==> config.mk <==
export PLATFORM = sky130hd
export DESIGN_NAME = spectral_flux_accumulator
export DESIGN_NICKNAME = d
export VERILOG_FILES = /design/src/design/sfa_pkg.sv /design/src/design/spectral_flux_accumulator.sv /design/src/design/sfa_sequencer.sv /design/src/design/sfa_datapath.sv
export SDC_FILE = /design/constraint.sdc
export NUM_CORES = 2
export LEC_CHECK = 0
export BUFFER_PORTS_ARGS = -buffer_cell sky130_fd_sc_hd__buf_2
export CORE_MARGIN = 2
export CORE_UTILIZATION = 48
export CTS_BUF_LIST = sky130_fd_sc_hd__clkbuf_8
export DETAILED_ROUTE_END_ITERATION = 6
export MAX_ROUTING_LAYER = met4
export PLACE_DENSITY_LB_ADDON = 0.3
export SLEW_MARGIN = 20
export SYNTH_ARGS = -nofsm -noshare
export SYNTH_HDL_FRONTEND = slang
export SYNTH_SLANG_ARGS = --single-unit
==> constraint.sdc <==
create_clock -name clk -period 12.5 [get_ports clk]
set_input_delay 1.25 -clock clk [delete_from_list [all_inputs] [get_ports clk]]
set_output_delay 1.25 -clock clk [all_outputs]
set_load 0.01 [all_outputs]
==> src/design/sfa_pkg.sv <==
// ----------------------------------------------------------------------------
// sfa_pkg: shared types and constants of the spectral flux accumulator
// Fixed point formats, datapath operation codes and the control and status
// bundles passed between the sequencer and the datapath.
// ----------------------------------------------------------------------------
package sfa_pkg;

	// magnitude format: unsigned Q(32-F).F
	localparam int MAG_FRAC_BITS = 16;
	localparam int MAG_W         = 32;
	localparam int DIFF_W        = 33;
	localparam int SUM_W         = 48;
	localparam int PROD_W        = 2 * MAG_W;

	// log2 fraction bits produced by the squaring loop
	localparam int LOG_FRAC      = 20;
	localparam int CNT_W         = $clog2(LOG_FRAC);
	localparam int K_W           = $clog2(MAG_W);
	// log2 integer part (k - F) as signed, wide enough for any F in range
	localparam int KF_W          = K_W + 3;
	localparam int L2_W          = KF_W + LOG_FRAC;
	// ln 2 in Q.32
	localparam logic [MAG_W-1:0] LN2_Q32 = 32'd2977044472;
	// shift taking the Q.52 ln product back to F fraction bits
	localparam int LN_SHIFT      = LOG_FRAC + 32 - MAG_FRAC_BITS;

	localparam logic [SUM_W-1:0] SUM_MAX = {SUM_W{1'b1}};

	// flux modes
	localparam logic [1:0] MODE_GROWTH = 2'd1;
	localparam logic [1:0] MODE_DECAY  = 2'd2;

	// datapath operation codes
	localparam int OP_W = 4;
	localparam logic [OP_W-1:0] OP_NOP     = 4'd0;
	localparam logic [OP_W-1:0] OP_LOAD    = 4'd1;
	localparam logic [OP_W-1:0] OP_SETUP   = 4'd2;
	localparam logic [OP_W-1:0] OP_NINIT   = 4'd3;
	localparam logic [OP_W-1:0] OP_NSHIFT  = 4'd4;
	localparam logic [OP_W-1:0] OP_SQUARE  = 4'd5;
	localparam logic [OP_W-1:0] OP_SQPOST  = 4'd6;
	localparam logic [OP_W-1:0] OP_LNMUL   = 4'd7;
	localparam logic [OP_W-1:0] OP_LNRND   = 4'd8;
	localparam logic [OP_W-1:0] OP_LNSTORE = 4'd9;
	localparam logic [OP_W-1:0] OP_RECT    = 4'd10;
	localparam logic [OP_W-1:0] OP_SQMUL   = 4'd11;
	localparam logic [OP_W-1:0] OP_ACC     = 4'd12;
	localparam logic [OP_W-1:0] OP_DPLAIN  = 4'd13;

	typedef struct packed {
		logic [OP_W-1:0] op;
	} sfa_ctrl_t;

	typedef struct packed {
		logic x_zero;    // log operand is zero
		logic y_norm;    // mantissa top bit set
		logic cnt_more;  // squaring loop not yet on its last pass
		logic pass;      // second magnitude under way
		logic out_full;  // result register cannot take a beat
	} sfa_stat_t;

endpackage

==> src/design/spectral_flux_accumulator.sv <==
// ----------------------------------------------------------------------------
// spectral_flux_accumulator: per-bin spectral flux with frame total
// Takes one bin pair a beat, optionally in the log domain, rectifies the
// difference by mode and sums |diff| or diff squared over the frame.
// ----------------------------------------------------------------------------
//
//  channel  direction  handshake              payload
//  s_*      in         s_tvalid / s_tready    s_tdata, s_tlast (last_bin)
//  m_*      out        m_tvalid / m_tready    m_tdata, m_tlast (frame_done)
//  cfg_*    in         cfg_valid / cfg_ready  cfg_index, cfg_data
//
//  Log mode: each magnitude is normalised, put through twenty
//  square-and-test passes on the shared 32x32 multiplier, then scaled
//  and rounded; a zero magnitude skips straight to the store step.
//  Reset clears the configuration registers, the result valid flag, the running sum and the sequencer.
//  A result waiting on m_tready holds the sequencer at the accumulate step;
//  the next bin beat is taken while the previous result is still held.
//
module spectral_flux_accumulator (
	input  logic        clk,
	input  logic        arst_n,
	input  logic        s_tvalid,
	output logic        s_tready,
	input  logic [63:0] s_tdata,   // [31:0] current_mag, [63:32] earlier_mag
	input  logic        s_tlast,
	output logic        m_tvalid,
	input  logic        m_tready,
	output logic [87:0] m_tdata,   // [32:0] bin_diff, [80:33] flux_total, rest zero
	output logic        m_tlast,
	input  logic        cfg_valid,
	output logic        cfg_ready,
	input  logic [1:0]  cfg_index,
	input  logic [1:0]  cfg_data
);

	localparam logic [1:0] REG_LOG_ENABLE    = 2'd0;
	localparam logic [1:0] REG_FLUX_MODE     = 2'd1;
	localparam logic [1:0] REG_SQUARE_ENABLE = 2'd2;

	logic       log_enable_q;
	logic [1:0] flux_mode_q;
	logic       square_enable_q;

	sfa_pkg::sfa_ctrl_t ctrl;
	sfa_pkg::sfa_stat_t stat;

	logic signed [sfa_pkg::DIFF_W-1:0] bin_diff;
	logic [sfa_pkg::SUM_W-1:0]         flux_total;

	assign cfg_ready = 1'b1;

	// configuration registers
	always_ff @(posedge clk or negedge arst_n) begin
		if (!arst_n) begin
			log_enable_q    <= 1'b0;
			flux_mode_q     <= 2'd0;
			square_enable_q <= 1'b0;
		end else if (cfg_valid) begin
			case (cfg_index)
				REG_LOG_ENABLE:    log_enable_q    <= cfg_data[0];
				REG_FLUX_MODE:     flux_mode_q     <= cfg_data;
				REG_SQUARE_ENABLE: square_enable_q <= cfg_data[0];
				default: begin
				end
			endcase
		end
	end

	sfa_sequencer u_seq (
		.clk        (clk),
		.arst_n     (arst_n),
		.in_valid   (s_tvalid),
		.log_enable (log_enable_q),
		.stat       (stat),
		.ctrl       (ctrl)
	);

	sfa_datapath u_dp (
		.clk           (clk),
		.arst_n        (arst_n),
		.ctrl          (ctrl),
		.stat          (stat),
		.flux_mode     (flux_mode_q),
		.square_enable (square_enable_q),
		.in_valid      (s_tvalid),
		.in_ready      (s_tready),
		.current_mag   (s_tdata[31:0]),
		.earlier_mag   (s_tdata[63:32]),
		.last_bin      (s_tlast),
		.out_valid     (m_tvalid),
		.out_ready     (m_tready),
		.bin_diff      (bin_diff),
		.frame_done    (m_tlast),
		.flux_total    (flux_total)
	);

	assign m_tdata = {7'b0, flux_total, bin_diff};

endmodule

==> src/design/sfa_sequencer.sv <==
// ----------------------------------------------------------------------------
// sfa_sequencer: microcode step counter and control store
// Steps through a small program; each control word names one datapath
// operation and an optional conditional jump.
// ----------------------------------------------------------------------------
module sfa_sequencer (
	input  logic                clk,
	input  logic                arst_n,
	input  logic                in_valid,
	input  logic                log_enable,
	input  sfa_pkg::sfa_stat_t  stat,
	output sfa_pkg::sfa_ctrl_t  ctrl
);

	localparam int STEP_W = 4;

	// jump conditions
	localparam logic [3:0] C_NEVER    = 4'd0;
	localparam logic [3:0] C_ALWAYS   = 4'd1;
	localparam logic [3:0] C_NO_IN    = 4'd2;
	localparam logic [3:0] C_LOG_OFF  = 4'd3;
	localparam logic [3:0] C_X_ZERO   = 4'd4;
	localparam logic [3:0] C_NOT_NORM = 4'd5;
	localparam logic [3:0] C_CNT_MORE = 4'd6;
	localparam logic [3:0] C_PASS_CLR = 4'd7;
	localparam logic [3:0] C_OUT_FULL = 4'd8;

	// program addresses
	localparam logic [STEP_W-1:0] ST_WAIT    = 4'd0;
	localparam logic [STEP_W-1:0] ST_SETUP   = 4'd1;
	localparam logic [STEP_W-1:0] ST_NINIT   = 4'd2;
	localparam logic [STEP_W-1:0] ST_NSHIFT  = 4'd3;
	localparam logic [STEP_W-1:0] ST_SQUARE  = 4'd4;
	localparam logic [STEP_W-1:0] ST_SQPOST  = 4'd5;
	localparam logic [STEP_W-1:0] ST_LNMUL   = 4'd6;
	localparam logic [STEP_W-1:0] ST_LNRND   = 4'd7;
	localparam logic [STEP_W-1:0] ST_LNSTORE = 4'd8;
	localparam logic [STEP_W-1:0] ST_RECT    = 4'd9;
	localparam logic [STEP_W-1:0] ST_SQMUL   = 4'd10;
	localparam logic [STEP_W-1:0] ST_ACC     = 4'd11;
	localparam logic [STEP_W-1:0] ST_RET     = 4'd12;
	localparam logic [STEP_W-1:0] ST_DPLAIN  = 4'd13;

	typedef struct packed {
		logic [sfa_pkg::OP_W-1:0] op;
		logic [3:0]               cond;
		logic [STEP_W-1:0]        target;
	} sfa_uword_t;

	// control store
	function automatic sfa_uword_t ucode(input logic [STEP_W-1:0] addr);
		sfa_uword_t w;
		unique case (addr)
			ST_WAIT:    w = '{sfa_pkg::OP_LOAD,    C_NO_IN,    ST_WAIT};
			ST_SETUP:   w = '{sfa_pkg::OP_SETUP,   C_LOG_OFF,  ST_DPLAIN};
			ST_NINIT:   w = '{sfa_pkg::OP_NINIT,   C_X_ZERO,   ST_LNSTORE};
			ST_NSHIFT:  w = '{sfa_pkg::OP_NSHIFT,  C_NOT_NORM, ST_NSHIFT};
			ST_SQUARE:  w = '{sfa_pkg::OP_SQUARE,  C_NEVER,    ST_WAIT};
			ST_SQPOST:  w = '{sfa_pkg::OP_SQPOST,  C_CNT_MORE, ST_SQUARE};
			ST_LNMUL:   w = '{sfa_pkg::OP_LNMUL,   C_NEVER,    ST_WAIT};
			ST_LNRND:   w = '{sfa_pkg::OP_LNRND,   C_NEVER,    ST_WAIT};
			ST_LNSTORE: w = '{sfa_pkg::OP_LNSTORE, C_PASS_CLR, ST_NINIT};
			ST_RECT:    w = '{sfa_pkg::OP_RECT,    C_NEVER,    ST_WAIT};
			ST_SQMUL:   w = '{sfa_pkg::OP_SQMUL,   C_NEVER,    ST_WAIT};
			ST_ACC:     w = '{sfa_pkg::OP_ACC,     C_OUT_FULL, ST_ACC};
			ST_RET:     w = '{sfa_pkg::OP_NOP,     C_ALWAYS,   ST_WAIT};
			ST_DPLAIN:  w = '{sfa_pkg::OP_DPLAIN,  C_ALWAYS,   ST_RECT};
			default:    w = '{sfa_pkg::OP_NOP,     C_ALWAYS,   ST_WAIT};
		endcase
		return w;
	endfunction

	logic [STEP_W-1:0] step_q;
	sfa_uword_t        uw;
	logic              take;

	assign uw      = ucode(step_q);
	assign ctrl.op = uw.op;

	// evaluate the jump condition
	always_comb begin
		unique case (uw.cond)
			C_NEVER:    take = 1'b0;
			C_ALWAYS:   take = 1'b1;
			C_NO_IN:    take = !in_valid;
			C_LOG_OFF:  take = !log_enable;
			C_X_ZERO:   take = stat.x_zero;
			C_NOT_NORM: take = !stat.y_norm;
			C_CNT_MORE: take = stat.cnt_more;
			C_PASS_CLR: take = !stat.pass;
			C_OUT_FULL: take = stat.out_full;
			default:    take = 1'b0;
		endcase
	end

	// advance or jump
	always_ff @(posedge clk or negedge arst_n) begin
		if (!arst_n) begin
			step_q <= ST_WAIT;
		end else if (take) begin
			step_q <= uw.target;
		end else begin
			step_q <= step_q + 1'b1;
		end
	end

endmodule

==> src/design/sfa_datapath.sv <==
// ----------------------------------------------------------------------------
// sfa_datapath: operand registers, shared multiplier and accumulator
// Carries out one operation per cycle as the sequencer selects (held at
// accumulate while output is full): log by normalise and repeated squaring, differencing, rectify, square, sum.
// ----------------------------------------------------------------------------
module sfa_datapath (
	input  logic                                 clk,
	input  logic                                 arst_n,
	input  sfa_pkg::sfa_ctrl_t                   ctrl,
	output sfa_pkg::sfa_stat_t                   stat,
	input  logic [1:0]                           flux_mode,
	input  logic                                 square_enable,
	input  logic                                 in_valid,
	output logic                                 in_ready,
	input  logic [sfa_pkg::MAG_W-1:0]            current_mag,
	input  logic [sfa_pkg::MAG_W-1:0]            earlier_mag,
	input  logic                                 last_bin,
	output logic                                 out_valid,
	input  logic                                 out_ready,
	output logic signed [sfa_pkg::DIFF_W-1:0]    bin_diff,
	output logic                                 frame_done,
	output logic [sfa_pkg::SUM_W-1:0]            flux_total
);

	localparam int W  = sfa_pkg::MAG_W;
	localparam int DW = sfa_pkg::DIFF_W;
	localparam int PW = sfa_pkg::PROD_W;
	localparam int SW = sfa_pkg::SUM_W;

	logic [W-1:0]                   cur_q, ear_q, x_q, y_q;
	logic                           last_q;
	logic [sfa_pkg::K_W-1:0]        k_q;
	logic [sfa_pkg::LOG_FRAC-1:0]   frac_q;
	logic [sfa_pkg::CNT_W-1:0]      cnt_q;
	logic                           pass_q, neg_q;
	logic signed [DW-1:0]           r_q, lnc_q, diff_q;
	logic [PW-1:0]                  p_q;
	logic [SW-1:0]                  sum_q;
	logic                           out_valid_q, out_last_q;
	logic signed [DW-1:0]           out_diff_q;
	logic [SW-1:0]                  out_total_q;

	logic                           load_fire, acc_fire;
	logic [W-1:0]                   ma, mb;
	logic [PW-1:0]                  prod;
	logic [W:0]                     sq_t;
	logic signed [sfa_pkg::KF_W-1:0] kf;
	logic signed [sfa_pkg::L2_W-1:0] l2;
	logic [sfa_pkg::L2_W-1:0]       l2_mag;
	logic [PW-1:0]                  ln_rnd;
	logic signed [DW-1:0]           ln_r;
	logic signed [DW-1:0]           diff_rect;
	logic [DW-1:0]                  diff_abs;
	logic [W-1:0]                   a_mag;
	logic [PW:0]                    sq_rnd;
	logic [PW-1:0]                  val;
	logic [PW:0]                    total;
	logic [SW-1:0]                  sat;

	assign in_ready  = (ctrl.op == sfa_pkg::OP_LOAD);
	assign load_fire = in_ready && in_valid;
	assign acc_fire  = (ctrl.op == sfa_pkg::OP_ACC) && !stat.out_full;

	assign stat.x_zero   = (x_q == '0);
	assign stat.y_norm   = y_q[W-1];
	assign stat.cnt_more = (cnt_q != sfa_pkg::CNT_W'(sfa_pkg::LOG_FRAC - 1));
	assign stat.pass     = pass_q;
	assign stat.out_full = out_valid_q && !out_ready;

	// log2 in Q.20: integer part k - F sits directly above the fraction
	assign kf     = $signed({3'b000, k_q}) - sfa_pkg::KF_W'(sfa_pkg::MAG_FRAC_BITS);
	assign l2     = {kf, frac_q};
	assign l2_mag = l2[sfa_pkg::L2_W-1] ? sfa_pkg::L2_W'(-l2) : sfa_pkg::L2_W'(l2);

	// pick multiplier operands
	always_comb begin
		case (ctrl.op)
			sfa_pkg::OP_SQUARE: begin
				ma = y_q;
				mb = y_q;
			end
			sfa_pkg::OP_LNMUL: begin
				ma = W'(l2_mag);
				mb = sfa_pkg::LN2_Q32;
			end
			default: begin
				ma = a_mag;
				mb = a_mag;
			end
		endcase
	end

	assign prod = ma * mb;

	// squared mantissa back to Q1.31, with the carry as the next log bit
	assign sq_t = p_q[PW-1:W-1];

	// ln rounded half away from zero
	assign ln_rnd = (p_q + (PW'(1) << (sfa_pkg::LN_SHIFT - 1))) >> sfa_pkg::LN_SHIFT;
	assign ln_r   = neg_q ? -DW'(ln_rnd) : DW'(ln_rnd);

	// rectify by mode
	always_comb begin
		diff_rect = diff_q;
		if (flux_mode == sfa_pkg::MODE_GROWTH && diff_q < 0) begin
			diff_rect = '0;
		end else if (flux_mode == sfa_pkg::MODE_DECAY && diff_q > 0) begin
			diff_rect = '0;
		end
	end

	assign diff_abs = diff_q[DW-1] ? DW'(-diff_q) : DW'(diff_q);
	assign a_mag    = diff_abs[W-1:0];

	// term to add and saturating sum
	assign sq_rnd = {1'b0, p_q} + (PW+1)'(PW'(1) << (sfa_pkg::MAG_FRAC_BITS - 1));
	assign val    = square_enable ? PW'(sq_rnd >> sfa_pkg::MAG_FRAC_BITS) : PW'(a_mag);
	assign total  = {1'b0, val} + (PW+1)'(sum_q);
	assign sat    = (total >= (PW+1)'(sfa_pkg::SUM_MAX)) ? sfa_pkg::SUM_MAX : total[SW-1:0];

	// operand and working registers
	always_ff @(posedge clk) begin
		case (ctrl.op)
			sfa_pkg::OP_LOAD: begin
				if (load_fire) begin
					cur_q  <= current_mag;
					ear_q  <= earlier_mag;
					last_q <= last_bin;
				end
			end
			sfa_pkg::OP_SETUP: begin
				x_q <= cur_q;
			end
			sfa_pkg::OP_NINIT: begin
				y_q    <= x_q;
				k_q    <= sfa_pkg::K_W'(W - 1);
				frac_q <= '0;
				cnt_q  <= '0;
				r_q    <= '0;
			end
			sfa_pkg::OP_NSHIFT: begin
				if (!y_q[W-1]) begin
					if (y_q[W-1:W-8] == '0) begin
						y_q <= y_q << 8;
						k_q <= k_q - sfa_pkg::K_W'(8);
					end else begin
						y_q <= y_q << 1;
						k_q <= k_q - 1'b1;
					end
				end
			end
			sfa_pkg::OP_SQUARE, sfa_pkg::OP_SQMUL: begin
				p_q <= prod;
			end
			sfa_pkg::OP_SQPOST: begin
				frac_q <= {frac_q[sfa_pkg::LOG_FRAC-2:0], sq_t[W]};
				y_q    <= sq_t[W] ? sq_t[W:1] : sq_t[W-1:0];
				cnt_q  <= cnt_q + 1'b1;
			end
			sfa_pkg::OP_LNMUL: begin
				p_q   <= prod;
				neg_q <= l2[sfa_pkg::L2_W-1];
			end
			sfa_pkg::OP_LNRND: begin
				r_q <= ln_r;
			end
			sfa_pkg::OP_LNSTORE: begin
				if (pass_q) begin
					diff_q <= lnc_q - r_q;
				end else begin
					lnc_q <= r_q;
					x_q   <= ear_q;
				end
			end
			sfa_pkg::OP_DPLAIN: begin
				diff_q <= $signed({1'b0, cur_q}) - $signed({1'b0, ear_q});
			end
			sfa_pkg::OP_RECT: begin
				diff_q <= diff_rect;
			end
			default: begin
			end
		endcase
	end

	// which magnitude the log unit is working on
	always_ff @(posedge clk or negedge arst_n) begin
		if (!arst_n) begin
			pass_q <= 1'b0;
		end else if (ctrl.op == sfa_pkg::OP_SETUP) begin
			pass_q <= 1'b0;
		end else if (ctrl.op == sfa_pkg::OP_LNSTORE) begin
			pass_q <= 1'b1;
		end
	end

	// running sum, cleared at frame end
	always_ff @(posedge clk or negedge arst_n) begin
		if (!arst_n) begin
			sum_q <= '0;
		end else if (acc_fire) begin
			sum_q <= last_q ? '0 : sat;
		end
	end

	// result register: hold until the beat is taken
	always_ff @(posedge clk or negedge arst_n) begin
		if (!arst_n) begin
			out_valid_q <= 1'b0;
		end else if (acc_fire) begin
			out_valid_q <= 1'b1;
		end else if (out_ready) begin
			out_valid_q <= 1'b0;
		end
	end

	always_ff @(posedge clk) begin
		if (acc_fire) begin
			out_diff_q  <= diff_q;
			out_last_q  <= last_q;
			out_total_q <= last_q ? sat : '0;
		end
	end

	assign out_valid  = out_valid_q;
	assign bin_diff   = out_diff_q;
	assign frame_done = out_last_q;
	assign flux_total = out_total_q;

endmodule
==> metrics.csv <==
stage;metric;value;unit
synthesis;Synth Register Bits;448;
clock_network;Setup Fix Bufs, Post-CTS;0;
global_route;Tot GR Track Use;0.327;
floorplan;width of the die;353;um
placed_design;Place WS;0.791;ns
synthesis;EDFF count, synth;390;
clock_network;number of hold buffers added after CTS;0;
global_route;largest net degree at the start of global routing;68;
timing;Final Cycle Share;0.953;
synthesis;post-synthesis sequential area ratio;0.225;
setup_path;Worst R2R Setup Slack;0.59;ns
finish;Area growth syn-to-layout;7.74;%
placed_design;gpl congestion;1.04;
floorplan;core area;0.121;mm2
route;DRT antenna net count;0;
global_route;met3 Usage GRT;0.0874;
placed_design;Final HPWL DP;156000;um
timing;Layout Skew;0.0483;ns
floorplan;Die Y;353;um
timing;final setup margin;0.594;ns
clock_network;Clock Pin Slew Worst Setup and Hold Paths;0.07;ns
floorplan;# IOs;166;
setup_path;CP max FO;6;
route;Iter 0 DRT Violations;4975;
setup_path;Crit Path Class;flip-flop to flip-flop;
outcome;status;finished with violations;
clock_network;Clock Tree Buf Depth;3;
timing;Slew Limit Fails;0;
clock_network;# H-tree levels;3;
setup_path;Worst path most repeated cell;fa_1;
timing;setup TNS;0;ns
timing;Final Hold Vio Count;0;
route;first-pass iteration count of the detailed router;7;
global_route;M2 GR Usage;0.481;
run;Max Cap Viol;0;
clock_network;clock root buffer;clkbuf_8;
global_route;initial antenna violation count;6;
synthesis;Cell variety after synth;90;
setup_path;CP Launch Type;flip-flop;
setup_path;slowest cell delay on critical path;0.94;ns
timing;final hold slack;0.434;ns
setup_path;type of element capturing the critical path;flip-flop;
timing;worst rel slew slack;0.210;
synthesis;ys async rst share;0.129;
placed_design;number of port buffers;157;
clock_network;clock latency on the worst-skew pair;0.73;ns
timing;unrepaired setup endpoints after global routing;no;
clock_network;Sink Count;448;
route;detailed-route via count;46600;
global_route;GR peak layer;met2;
setup_path;slowest CP cell;nor2_1;
outcome;violated checks;design-rule violations;
synthesis;Syn Inst Count;6339;
route;routed length per instance;24.3;um
finish;most common cell after layout, fill and taps aside;inv_1;
floorplan;Starting Density;0.482;
route;Residual DRC;12;
finish;layout cell share with drive strength beyond 1;0.0789;
timing;Slew @ Worst Pin;1.18;ns
global_route;GRT Residual Overflow;0;
min_path;path type of the worst min-delay path;flip-flop to flip-flop;
clock_network;Post-CTS Resized;0;
timing;final setup fails;0;
synthesis;Synth Flop Type;edfxtp_1;
global_route;vias in the first global route;47500;
setup_path;Critical Path AT;12.39;ns
clock_network;clock buffer count from CTS;78;
finish;most frequent cells in the layout;inv_1, fa_1, nor2_1, nand2_1, edfxtp_1;
timing;Max Freq;0.0840;GHz
route;vias per inst;5.74;
floorplan;die footprint;0.125;mm2
placed_design;dpl cell area;0.0613;mm2
setup_path;R2R cell count;33;
global_route;met1 usage;0.421;
clock_network;TritonCTS clock tree;done;
synthesis;synthesized area per cell;9.23;um2
route;total wire length;197000;um
synthesis;Ys Warns;0;
floorplan;row count;128;
finish;fin area;0.0630;mm2
timing;Tmin final;11.91;ns
global_route;first-pass GRT wire length;295000;um
setup_path;critical path data required time;12.98;ns
finish;Nets;7783;
min_path;hold path cells;0;
synthesis;Cell Area, Synth;0.0585;mm2
area by class of cell:
type                    count  area (um2)
fillers                 11300       58400
diodes                      6        15.0
inverters                1123        4220
clock buffers              80        1100
well taps                1625        2030
repair buffers            289        1810
flip-flops and latches    448       13200
clock inverters            65         636
multi-input cells        4483       40000
Yosys cell counts (39+ instances only):
| library cell | number | share of area |
|---|---|---|
| a21o_1 | 85 | 0.011 |
| a21oi_1 | 243 | 0.021 |
| and3_1 | 55 | 0.0059 |
| clkbuf_1 | 220 | 0.014 |
| dfrtp_1 | 58 | 0.025 |
| edfxtp_1 | 390 | 0.20 |
| fa_1 | 898 | 0.31 |
| ha_1 | 388 | 0.083 |
| inv_1 | 1103 | 0.071 |
| mux2i_1 | 54 | 0.0092 |
| nand2_1 | 688 | 0.044 |
| nand2b_1 | 43 | 0.0046 |
| nand3_1 | 62 | 0.0053 |
| nand4_1 | 40 | 0.0043 |
| nor2_1 | 816 | 0.052 |
| nor2b_1 | 72 | 0.0077 |
| nor3_1 | 59 | 0.0050 |
| o21a_1 | 48 | 0.0062 |
| o21ai_0 | 237 | 0.020 |
| o22ai_1 | 39 | 0.0042 |
| xnor2_1 | 176 | 0.026 |
| xor2_1 | 99 | 0.015 |
worst max-delay path, delay by kind of cell, from the launching register on:
kind            cells  cell delay, ns
compound gates     10            2.51
xor+xnor            2            0.58
fa+ha+maj           9            4.52
buf+inv             4            0.24
flops               1            0.47
simple gates        8            3.30
state kept, by name (all words and copies together), names as in the netlist, 2 cells and up:
register and cells:
u_dp.y_q 32, u_dp.ear_q 32, u_dp.x_q 32, u_dp.bin_diff 33
u_dp.sum_q 48, u_dp.p_q 49, u_dp.flux_total 48, flux_mode_q 2
u_seq.step_q 4, u_dp.diff_q 33, u_dp.lnc_q 33, u_dp.cur_q 32
u_dp.k_q 5, u_dp.cnt_q 5, u_dp.frac_q 20, u_dp.r_q 33
stage by stage:
step                utilization  cells
floorplan                     -   6345
global placement          0.504   7967
detailed placement        0.505   7967
CTS                       0.519   8112
global route              0.519   8118
finish                    0.519   8119
cell families after synthesis:
kind of cell    Yosys count  share of synthesized area
flops                   448                      0.225
xor+xnor                275                     0.0412
other cells               2                   0.000128
buf+inv                1414                     0.0931
compound gates          873                     0.0924
mux                      62                     0.0108
fa+ha+maj              1286                      0.390
simple gates           1979                      0.147
metal layers:
metal	share of wire	vias to the layer above	routed length [um]
met3	0.12	592	22900
met5	0	-	0
met4	0.056	0	11000
met1	0.39	23100	76500
li1	-	20300	-
met2	0.44	2547	86700
path summary, 6_finish.rpt:
check,start,to
max,u_dp.diff_q[3],u_dp.p_q[54]
min,u_dp.r_q[12],u_dp.lnc_q[12]
max reg2reg,u_dp.diff_q[3],u_dp.p_q[54]
min reg2reg,u_dp.r_q[12],u_dp.lnc_q[12]
max in group asynchronous,arst_n,square_enable_q
min in group asynchronous,arst_n,u_dp.pass_q
Power is not shown: default switching activity piles up to over one toggle a cycle in this logic, so the estimate is an artifact.
